===== src/hdl/swpr_pkg.sv =====
// swpr_pkg: shared types and constants for the packet reassembler.
// No dependencies; compiled first.
package swpr_pkg;

    localparam int BUFFER_BYTES_DEF  = 256;
    localparam int PAYLOAD_BYTES_DEF = 8;

    // byte lanes of the message store, one per payload byte slot
    localparam int LANES  = 8;
    localparam int LANE_W = 3;

    localparam logic [7:0] EXPECT_FIRST = 8'd1;
    localparam logic [7:0] INDEX_FINAL  = 8'd0;

    typedef enum logic [1:0] {
        REQ_PACKET  = 2'd0,
        REQ_UNLOCK  = 2'd1,
        REQ_READ    = 2'd2,
        REQ_RESTART = 2'd3
    } req_t;

    typedef enum logic {
        REG_RESYNC_INDEX  = 1'b0,
        REG_BUFFER_LENGTH = 1'b1
    } reg_sel_t;

    typedef struct packed {
        logic       en;
        reg_sel_t   index;
        logic [7:0] data;
    } cfg_write_t;

    typedef struct packed {
        req_t        req_type;
        logic [7:0]  package_index;
        logic [63:0] payload;
        logic [3:0]  payload_len;
        logic [7:0]  read_index;
    } in_word_t;

    typedef struct packed {
        logic       confirm;
        logic       finished;
        logic [7:0] received_count;
        logic       hit;
    } result_t;

    typedef struct packed {
        logic        wr_en;
        logic [7:0]  wr_base;
        logic [3:0]  wr_count;
        logic [63:0] wr_data;
        logic        rd_en;
        logic [7:0]  rd_index;
    } store_cmd_t;

endpackage


===== src/hdl/swpr_chan_if.sv =====
// Word channels of the packet reassembler: request and response.
// Valid/ready handshake; no package dependency.
interface swpr_req_if;
    logic        valid;
    logic        ready;
    logic [1:0]  req_type;
    logic [7:0]  package_index;
    logic [63:0] payload;
    logic [3:0]  payload_len;
    logic [7:0]  read_index;

    modport source (
        output valid, req_type, package_index, payload, payload_len, read_index,
        input  ready
    );
    modport sink (
        input  valid, req_type, package_index, payload, payload_len, read_index,
        output ready
    );
endinterface

interface swpr_rsp_if;
    logic       valid;
    logic       ready;
    logic       confirm;
    logic       finished;
    logic [7:0] received_count;
    logic [7:0] read_byte;

    modport source (
        output valid, confirm, finished, received_count, read_byte,
        input  ready
    );
    modport sink (
        input  valid, confirm, finished, received_count, read_byte,
        output ready
    );
endinterface


===== src/hdl/stop_and_wait_packet_reassembler_unit.sv =====
// Every word passes from the input register to the result register, and a new word
// is accepted in every cycle while the result side keeps up. A packet writes up to
// eight bytes at once through eight byte-wide store banks interleaved by address;
// a buffer read is served by the same banks, its data registered alongside the
// result. Register writes take effect on the edge where wr_en is high.
// Depends on swpr_pkg, swpr_chan_if, swpr_ctrl and swpr_store.
module stop_and_wait_packet_reassembler_unit #(
    parameter int BUFFER_BYTES  = swpr_pkg::BUFFER_BYTES_DEF,
    parameter int PAYLOAD_BYTES = swpr_pkg::PAYLOAD_BYTES_DEF
) (
    input  logic         clk,
    input  logic         rst_n,
    input  logic         wr_en,
    input  logic         wr_index,
    input  logic [7:0]   wr_data,
    swpr_req_if.sink     request,
    swpr_rsp_if.source   response
);

    swpr_pkg::cfg_write_t cfg;
    swpr_pkg::in_word_t   in_word;
    swpr_pkg::result_t    result;
    swpr_pkg::store_cmd_t cmd;
    logic [7:0]           rd_data;

    assign cfg.en    = wr_en;
    assign cfg.index = swpr_pkg::reg_sel_t'(wr_index);
    assign cfg.data  = wr_data;

    assign in_word.req_type      = swpr_pkg::req_t'(request.req_type);
    assign in_word.package_index = request.package_index;
    assign in_word.payload       = request.payload;
    assign in_word.payload_len   = request.payload_len;
    assign in_word.read_index    = request.read_index;

    swpr_ctrl #(
        .BUFFER_BYTES  (BUFFER_BYTES),
        .PAYLOAD_BYTES (PAYLOAD_BYTES)
    ) u_ctrl (
        .clk       (clk),
        .rst_n     (rst_n),
        .cfg       (cfg),
        .in_valid  (request.valid),
        .in_ready  (request.ready),
        .in_word   (in_word),
        .out_valid (response.valid),
        .out_ready (response.ready),
        .result    (result),
        .cmd       (cmd)
    );

    swpr_store #(
        .BUFFER_BYTES (BUFFER_BYTES)
    ) u_store (
        .clk     (clk),
        .cmd     (cmd),
        .rd_data (rd_data)
    );

    assign response.confirm        = result.confirm;
    assign response.finished       = result.finished;
    assign response.received_count = result.received_count;
    assign response.read_byte      = result.hit ? rd_data : 8'd0;

endmodule


===== src/hdl/swpr_store.sv =====
// swpr_store: message byte store, eight byte-wide banks interleaved by address.
// Depends on swpr_pkg.
module swpr_store #(
    parameter int BUFFER_BYTES = swpr_pkg::BUFFER_BYTES_DEF
) (
    input  logic                  clk,
    input  swpr_pkg::store_cmd_t  cmd,
    output logic [7:0]            rd_data
);

    localparam int ADDR_W = $clog2(BUFFER_BYTES);
    localparam int ROW_W  = ADDR_W - swpr_pkg::LANE_W;
    localparam int ROWS   = (BUFFER_BYTES + swpr_pkg::LANES - 1) / swpr_pkg::LANES;

    logic [7:0]                  lane_q [swpr_pkg::LANES];
    logic [swpr_pkg::LANE_W-1:0] sel_reg;

    for (genvar b = 0; b < swpr_pkg::LANES; b++) begin : g_lane
        logic [7:0]                  mem [ROWS];
        logic [7:0]                  q_reg;
        logic [swpr_pkg::LANE_W-1:0] k;
        logic [8:0]                  addr;
        logic                        we;
        logic [ROW_W-1:0]            wr_row;
        logic [ROW_W-1:0]            rd_row;

        // payload byte k lands in this lane
        assign k      = swpr_pkg::LANE_W'(b) - cmd.wr_base[swpr_pkg::LANE_W-1:0];
        assign we     = cmd.wr_en && ({1'b0, k} < cmd.wr_count);
        assign addr   = {1'b0, cmd.wr_base} + 9'(k);
        assign wr_row = addr[ADDR_W-1:swpr_pkg::LANE_W];
        assign rd_row = cmd.rd_index[ADDR_W-1:swpr_pkg::LANE_W];

        always_ff @(posedge clk)
        begin
            if (we)
            begin
                mem[wr_row] <= cmd.wr_data[8*k +: 8];
            end
            if (cmd.rd_en)
            begin
                q_reg <= mem[rd_row];
            end
        end

        assign lane_q[b] = q_reg;
    end

    always_ff @(posedge clk)
    begin
        if (cmd.rd_en)
        begin
            sel_reg <= cmd.rd_index[swpr_pkg::LANE_W-1:0];
        end
    end

    assign rd_data = lane_q[sel_reg];

endmodule


===== src/hdl/swpr_ctrl.sv =====
// swpr_ctrl: input register, reception state, packet decision and result register.
// Depends on swpr_pkg; drives the store commands of swpr_store.
module swpr_ctrl #(
    parameter int BUFFER_BYTES  = swpr_pkg::BUFFER_BYTES_DEF,
    parameter int PAYLOAD_BYTES = swpr_pkg::PAYLOAD_BYTES_DEF
) (
    input  logic                  clk,
    input  logic                  rst_n,
    input  swpr_pkg::cfg_write_t  cfg,
    input  logic                  in_valid,
    output logic                  in_ready,
    input  swpr_pkg::in_word_t    in_word,
    output logic                  out_valid,
    input  logic                  out_ready,
    output swpr_pkg::result_t     result,
    output swpr_pkg::store_cmd_t  cmd
);

    localparam logic [8:0] BUF_CAP = 9'(BUFFER_BYTES);
    localparam logic [3:0] PAY_MAX = 4'(PAYLOAD_BYTES);

    logic               in_valid_reg;
    swpr_pkg::in_word_t in_word_reg;
    logic               out_valid_reg;
    swpr_pkg::result_t  result_reg;
    swpr_pkg::result_t  result_next;

    logic [7:0] exp_reg, exp_next;
    logic [7:0] off_reg, off_next;
    logic       conf_reg, conf_next;
    logic       done_reg, done_next;
    logic [7:0] resync_reg, resync_next;
    logic [7:0] buflen_reg, buflen_next;
    logic       hit_next;

    logic       advance;
    logic       proc;
    logic       is_final;
    logic       is_exp;
    logic       is_mid1;
    logic       accept;
    logic [7:0] base_off;
    logic [7:0] base_exp;
    logic [8:0] limit;
    logic [8:0] room;
    logic [3:0] plen;
    logic [3:0] n;

    assign advance  = !out_valid_reg || out_ready;
    assign in_ready = !in_valid_reg || advance;
    assign proc     = in_valid_reg && advance;

    assign is_final = (in_word_reg.package_index == swpr_pkg::INDEX_FINAL) && (exp_reg > 8'd1);
    assign is_exp   = in_word_reg.package_index == exp_reg;
    assign is_mid1  = (in_word_reg.package_index == swpr_pkg::EXPECT_FIRST) && (exp_reg > 8'd1);
    assign accept   = is_final || is_exp || is_mid1;
    // index 1 mid message restarts from the top
    assign base_off = (is_mid1 && !is_exp) ? 8'd0 : off_reg;
    assign base_exp = (is_mid1 && !is_exp) ? swpr_pkg::EXPECT_FIRST : exp_reg;

    assign limit = ({1'b0, buflen_reg} < BUF_CAP) ? {1'b0, buflen_reg} : BUF_CAP;
    assign room  = (limit > {1'b0, base_off}) ? (limit - {1'b0, base_off}) : 9'd0;
    assign plen  = (in_word_reg.payload_len > PAY_MAX) ? PAY_MAX : in_word_reg.payload_len;
    assign n     = (room < {5'd0, plen}) ? room[3:0] : plen;

    always_comb
    begin
        exp_next    = exp_reg;
        off_next    = off_reg;
        conf_next   = conf_reg;
        done_next   = done_reg;
        resync_next = resync_reg;
        buflen_next = buflen_reg;
        hit_next    = 1'b0;

        cmd.wr_en    = 1'b0;
        cmd.wr_base  = base_off;
        cmd.wr_count = n;
        cmd.wr_data  = in_word_reg.payload;
        cmd.rd_en    = 1'b0;
        cmd.rd_index = in_word_reg.read_index;

        if (cfg.en)
        begin
            unique case (cfg.index)
                swpr_pkg::REG_RESYNC_INDEX:
                begin
                    if (cfg.data != resync_reg)
                    begin
                        resync_next = cfg.data;
                        exp_next    = swpr_pkg::EXPECT_FIRST;
                        off_next    = 8'd0;
                        conf_next   = 1'b0;
                    end
                end
                swpr_pkg::REG_BUFFER_LENGTH:
                begin
                    buflen_next = cfg.data;
                    exp_next    = swpr_pkg::EXPECT_FIRST;
                    off_next    = 8'd0;
                    done_next   = 1'b0;
                end
                default:
                begin
                end
            endcase
        end
        else if (proc)
        begin
            unique case (in_word_reg.req_type)
                swpr_pkg::REQ_PACKET:
                begin
                    if (in_word_reg.package_index == resync_reg)
                    begin
                        conf_next = !conf_reg;
                        exp_next  = swpr_pkg::EXPECT_FIRST;
                        off_next  = 8'd0;
                        done_next = 1'b0;
                    end
                    else if (!done_reg && accept)
                    begin
                        cmd.wr_en = 1'b1;
                        off_next  = base_off + {4'd0, n};
                        exp_next  = base_exp + 8'd1;
                        conf_next = !conf_reg;
                        if (is_final)
                        begin
                            done_next = 1'b1;
                        end
                    end
                end
                swpr_pkg::REQ_UNLOCK:
                begin
                    if (done_reg)
                    begin
                        exp_next  = swpr_pkg::EXPECT_FIRST;
                        off_next  = 8'd0;
                        done_next = 1'b0;
                    end
                end
                swpr_pkg::REQ_READ:
                begin
                    hit_next  = in_word_reg.read_index < off_reg;
                    cmd.rd_en = hit_next;
                end
                swpr_pkg::REQ_RESTART:
                begin
                    exp_next  = swpr_pkg::EXPECT_FIRST;
                    off_next  = 8'd0;
                    conf_next = 1'b0;
                end
                default:
                begin
                end
            endcase
        end

        result_next.confirm        = conf_next;
        result_next.finished       = done_next;
        result_next.received_count = off_next;
        result_next.hit            = hit_next;
    end

    always_ff @(posedge clk or negedge rst_n)
    begin
        if (!rst_n)
        begin
            in_valid_reg  <= 1'b0;
            out_valid_reg <= 1'b0;
            exp_reg       <= swpr_pkg::EXPECT_FIRST;
            off_reg       <= 8'd0;
            conf_reg      <= 1'b0;
            done_reg      <= 1'b0;
            resync_reg    <= 8'd0;
            buflen_reg    <= 8'd0;
        end
        else
        begin
            if (in_ready)
            begin
                in_valid_reg <= in_valid;
            end
            if (advance)
            begin
                out_valid_reg <= in_valid_reg;
            end
            exp_reg    <= exp_next;
            off_reg    <= off_next;
            conf_reg   <= conf_next;
            done_reg   <= done_next;
            resync_reg <= resync_next;
            buflen_reg <= buflen_next;
        end
    end

    always_ff @(posedge clk)
    begin
        if (in_valid && in_ready)
        begin
            in_word_reg <= in_word;
        end
        if (proc)
        begin
            result_reg <= result_next;
        end
    end

    assign out_valid = out_valid_reg;
    assign result    = result_reg;

    a_off_within_cap: assert property (@(posedge clk) disable iff (!rst_n)
        {1'b0, off_reg} <= BUF_CAP)
        else $error("write offset beyond store size");

    a_no_wr_rd_clash: assert property (@(posedge clk) disable iff (!rst_n)
        !(cmd.wr_en && cmd.rd_en))
        else $error("store written and read for one word");

    a_restart_clears: assert property (@(posedge clk) disable iff (!rst_n)
        proc && !cfg.en && (in_word_reg.req_type == swpr_pkg::REQ_RESTART)
        |=> (result_reg.received_count == 8'd0) && !result_reg.confirm)
        else $error("restart left count or confirm set");

    a_resync_toggles: assert property (@(posedge clk) disable iff (!rst_n)
        proc && !cfg.en && (in_word_reg.req_type == swpr_pkg::REQ_PACKET)
        && (in_word_reg.package_index == resync_reg)
        |=> (result_reg.confirm != $past(conf_reg)) && !result_reg.finished)
        else $error("resync packet did not toggle confirm");

endmodule


===== src/flat_wrapper.sv =====
// flat-port wrapper written by rule: the top's interface ports become plain ports
module stop_and_wait_packet_reassembler_unit_flat 
#(
    parameter int BUFFER_BYTES  = swpr_pkg::BUFFER_BYTES_DEF,
    parameter int PAYLOAD_BYTES = swpr_pkg::PAYLOAD_BYTES_DEF
)
  (clk, rst_n, wr_en, wr_index, wr_data, request_valid, request_req_type, request_package_index, request_payload, request_payload_len, request_read_index, request_ready, response_valid, response_confirm, response_finished, response_received_count, response_read_byte, response_ready);
  swpr_req_if request_i ();
  swpr_rsp_if response_i ();
  input  logic clk;
  input  logic rst_n;
  input  logic wr_en;
  input  logic wr_index;
  input  logic [7:0] wr_data;
  input wire logic [$bits(request_i.valid)-1:0] request_valid;
  input wire logic [$bits(request_i.req_type)-1:0] request_req_type;
  input wire logic [$bits(request_i.package_index)-1:0] request_package_index;
  input wire logic [$bits(request_i.payload)-1:0] request_payload;
  input wire logic [$bits(request_i.payload_len)-1:0] request_payload_len;
  input wire logic [$bits(request_i.read_index)-1:0] request_read_index;
  output wire logic [$bits(request_i.ready)-1:0] request_ready;
  output wire logic [$bits(response_i.valid)-1:0] response_valid;
  output wire logic [$bits(response_i.confirm)-1:0] response_confirm;
  output wire logic [$bits(response_i.finished)-1:0] response_finished;
  output wire logic [$bits(response_i.received_count)-1:0] response_received_count;
  output wire logic [$bits(response_i.read_byte)-1:0] response_read_byte;
  input wire logic [$bits(response_i.ready)-1:0] response_ready;
  assign request_i.valid = request_valid;
  assign request_i.req_type = request_req_type;
  assign request_i.package_index = request_package_index;
  assign request_i.payload = request_payload;
  assign request_i.payload_len = request_payload_len;
  assign request_i.read_index = request_read_index;
  assign request_ready = request_i.ready;
  assign response_valid = response_i.valid;
  assign response_confirm = response_i.confirm;
  assign response_finished = response_i.finished;
  assign response_received_count = response_i.received_count;
  assign response_read_byte = response_i.read_byte;
  assign response_i.ready = response_ready;
  stop_and_wait_packet_reassembler_unit #(.BUFFER_BYTES(BUFFER_BYTES), .PAYLOAD_BYTES(PAYLOAD_BYTES)) u_core (.clk(clk), .rst_n(rst_n), .wr_en(wr_en), .wr_index(wr_index), .wr_data(wr_data), .request(request_i), .response(response_i));
endmodule

===== config.mk =====
export PLATFORM = sky130hd
export DESIGN_NAME = stop_and_wait_packet_reassembler_unit_flat
export DESIGN_NICKNAME = d
export VERILOG_FILES = /design/src/hdl/swpr_pkg.sv /design/src/hdl/swpr_chan_if.sv /design/src/hdl/stop_and_wait_packet_reassembler_unit.sv /design/src/hdl/swpr_store.sv /design/src/hdl/swpr_ctrl.sv /design/src/flat_wrapper.sv
export SDC_FILE = /design/constraint.sdc
export NUM_CORES = 2
export LEC_CHECK = 0
export BUFFER_PORTS_ARGS = -buffer_cell sky130_fd_sc_hd__buf_2
export CAP_MARGIN = 25
export CORE_ASPECT_RATIO = 1.5
export CORE_MARGIN = 2
export CORE_UTILIZATION = 40
export DETAILED_ROUTE_END_ITERATION = 6
export GPL_TIMING_DRIVEN = 0
export SLEW_MARGIN = 20
export SYNTH_ARGS = -nofsm -noshare
export SYNTH_HDL_FRONTEND = slang
export SYNTH_SLANG_ARGS = --single-unit

===== constraint.sdc =====
create_clock -name clk -period 6.89 [get_ports clk]
set_input_delay 0.3445 -clock clk [delete_from_list [all_inputs] [get_ports clk]]
set_output_delay 0.3445 -clock clk [all_outputs]
set_load 0.05 [all_outputs]

==> run summary <==
Clk sinks = 2248
Worst min path class = input port to register
Largest family of logic cells by synthesized area = multiplexers
Area grow syn2layout = 22.6%
Initial core utilization = 0.402
Dominant cells by area after synthesis = edfxtp_1 (72%), mux4_2 (16%), mux2i_1 (1.5%)
Pwr dens = 264 nW/um2
EDFF count, synth = 2212
Post-Synth XOR/XNOR Area = 0.00656
Fill cell count = 18400
Num ports = 120
Crit share post-route = 0.974
Final critical-path setup slack = 0.178 ns
Warning count from the yosys run = 0
Pleak = 36.6 nW
Worst VDD drop = 0.000206 V
Met1 GRT Util = 0.302
CTS tree = built
CTS Buf Count = 210
RSZ-0062 raised after global routing = no
Routed vias/inst = 5.95
Detailed Route WL = 291 mm
Yosys cell types = 70
Status = finished, final reports clean
Maximum fanout along the worst path = 9
Max-slew headroom = 0.157
Syn_nets = 4621
Hold_ws = 0.130 ns
Main synth FF type = edfxtp_1
Number of global-route vias before repair = 50100
Root Buffer = clkbuf_16
Seq/Total Area, Yosys = 0.732
Endpoints failing hold = 0
Routed Antenna Nets = 0
DR iter-0 viols = 5780
GRT met2 Usage = 0.417
GRT Resource Usage Total = 0.246
Reg clk slew, reported paths = 0.07 ns
CTS Buffer Depth = 4
Residual DRC count = 0
Initial DRT Pass Iterations = 6
Worst-margin pin slew = 1.26 ns
Register bit total from synthesis = 2248
Total number of vias = 50300
Max_cap viols = 0
Post-Syn Instances = 4465
Die footprint = 234000 um2
Top cell type's share of synthesized area = 0.722
Setup-failing EPs final = 0
Multi-input logic area = 27000 um2
Row cnt = 215
CP Capture Type = register
Final HPWL from detailed placement = 213 mm
Ratio of cells with drive above 1 in the final layout = 0.379
Most frequent cells in the layout = edfxtp_1 (2212), mux4_2 (656), clkbuf_16 (213), nand2_1 (180), nor3_4 (171)
Critical path required time = 7.48 ns
Routed len/inst = 34.4 um
Avg Cell Area, Syn = 20.6 um2
Mapped Area = 92000 um2
Fmax = 149 MHz
Placeable Area = 229000 um2
GP Congestion = 0.979
Slew Limit Fails = 0
Largest net degree at the start of global routing = 46
FFs w/ async S/R, synth = 0.0160
Max reg flops = 2048
Most Used Layer, Global Route = met2
Clk_lat worst skew = 0.94 ns
Multiplexer area fraction after synthesis = 0.190
Die X = 396 um
CP Launch Type = register
Global route overflow = 0
Die Height = 591 um
Skew final = 0.119 ns
Adder-cell share of the synthesized area = 0.00786
Final nets = 5402
Most common cell after layout, fill and taps aside = edfxtp_1
Port-buffer cells = 118
Power, Total = 29.8 mW
Post-synthesis simple-gate area fraction = 0.0398
H-tree lvl count = 4
Post-synthesis compound-gate area fraction = 0.0106
Post-synth top area cell = edfxtp_1
Final min period = 6.71 ns
FF+latch area = 67300 um2
CP arrival = 7.30 ns
Crit path kind = register to register
Global-route met3 utilization = 0.0431
Worst slack, placed = -3.00 ns
First-pass GRT wire length = 397 mm
Initial antenna violation count = 21
metal layers:
layer / wire length (um) / up-vias
met5: 13 / -
met4: 17700 / 2
met3: 22900 / 635
met2: 146000 / 2555
met1: 104000 / 26900
li1: - / 20200
logic make-up after synthesis:
| logic type | after synthesis |
|---|---|
| and+or+nand+nor | 727 |
| adders and majority gates | 56 |
| AOI/OAI and AO/OA | 151 |
| DFF | 2248 |
| xor gates and xnor gates | 68 |
| buffers and inverters | 300 |
| muxes | 915 |
final timing paths:
kind	cells past startpoint	slack, ns	startpoint	to
worst max-delay path	26	0.18	u_core.u_ctrl.off_reg[7]	u_core.u_store.g_lane[4].mem[0][6]
worst min-delay path	2	0.13	request_payload[15]	u_core.u_ctrl.cmd[24]
worst max register to register	26	0.18	u_core.u_ctrl.off_reg[7]	u_core.u_store.g_lane[4].mem[0][6]
worst min register to register	1	0.51	u_core.u_ctrl.in_valid_reg	u_core.u_ctrl.out_valid
max in group asynchronous	2	6.03	rst_n	u_core.u_ctrl.exp_reg[4]
min in group asynchronous	2	0.19	rst_n	u_core.u_ctrl.off_reg[6]
where the power goes:
group / leakage, nW / switching (mW) / internal, mW / total, mW
Clock: 3.28 / 5.12 / 6.62 / 11.7
Sequential: 20.4 / 0.118 / 15.1 / 15.2
Combinational: 13.0 / 1.77 / 1.06 / 2.83
Total: 36.6 / 7.00 / 22.8 / 29.8
cell usage after synthesis, types with 6 or more instances:
| master | number |
|---|---|
| xor2_1 | 19 |
| clkbuf_1 | 160 |
| nor3b_1 | 10 |
| or4_1 | 7 |
| nand2b_1 | 12 |
| o21a_1 | 9 |
| dfrtp_1 | 35 |
| ha_1 | 53 |
| mux2_2 | 117 |
| nand3_1 | 44 |
| nor3_1 | 228 |
| nor4_1 | 44 |
| buf_2 | 34 |
| and2_1 | 8 |
| or2_2 | 16 |
| mux2i_1 | 142 |
| nand2_1 | 212 |
| edfxtp_1 | 2212 |
| nor4_2 | 8 |
| o21ai_0 | 56 |
| mux4_2 | 656 |
| a31oi_1 | 6 |
| inv_1 | 29 |
| nor2b_1 | 18 |
| nand4_1 | 28 |
| buf_1 | 60 |
| xnor2_1 | 48 |
| or3_1 | 9 |
| a21oi_1 | 28 |
| nor2_1 | 61 |
| buf_4 | 8 |
per-stage QoR:
step | instances | utilization | area (um2) | setup TNS, ns
2_1_floorplan | 4465 | - | 92500 | -29.60
3_3_place_gp | 7621 | 0.424 | 96900 | -6010.72
3_5_place_dp | 7830 | 0.443 | 101000 | -5037.95
4_1_cts | 8351 | 0.486 | 111000 | -61.40
5_1_grt | 8442 | 0.493 | 113000 | 0
6_report | 8449 | 0.493 | 113000 | 0
final cells by class:
type	count	area share
Sequential cell	2248	0.597
Multi-Input combinational cell	1917	0.240
Timing Repair Buffer	572	0.0569
Clock buffer	253	0.0485
Tap cell	3038	0.0337
Buffer	259	0.0116
Clock inverter	116	0.0114
Inverter	38	0.00134
Antenna cell	8	0.000177
worst max-delay path, cell delays in order, from the launching register on:
cell        delay, ns
dfrtp_1          0.32
clkbuf_1         0.47
clkinvlp_4       0.58
nor2_2           0.33
inv_4            0.17
ha_1             0.42
and2_1           0.21
nand3_1          0.13
o21a_1           0.19
nand2_2          0.10
inv_1            0.05
ha_1             0.29
nand3_1          0.09
or2_2            0.32
o2111ai_4        0.13
nor2_1           0.08
o21ai_2          0.24
mux2_4           0.36
ha_1             0.24
inv_1            0.09
a21o_1           0.15
a21oi_1          0.11
nor4_4           0.71
buf_4            0.24
buf_8            0.15
nor3b_4          0.06
buf_12           0.17
repair_timing:
item / 4_1_cts / 5_1_grt
setup endpoints to repair: 2096 / 2044
pin swaps: 94 / 79
hold endpoints to repair: 147 / 0
setup buffers: 62 / 75
cloned: 0 / 4
gates resized for setup: 233 / 104
hold buffers: 98 / 0
No activity file was read; power rests on OpenSTA's default activity.
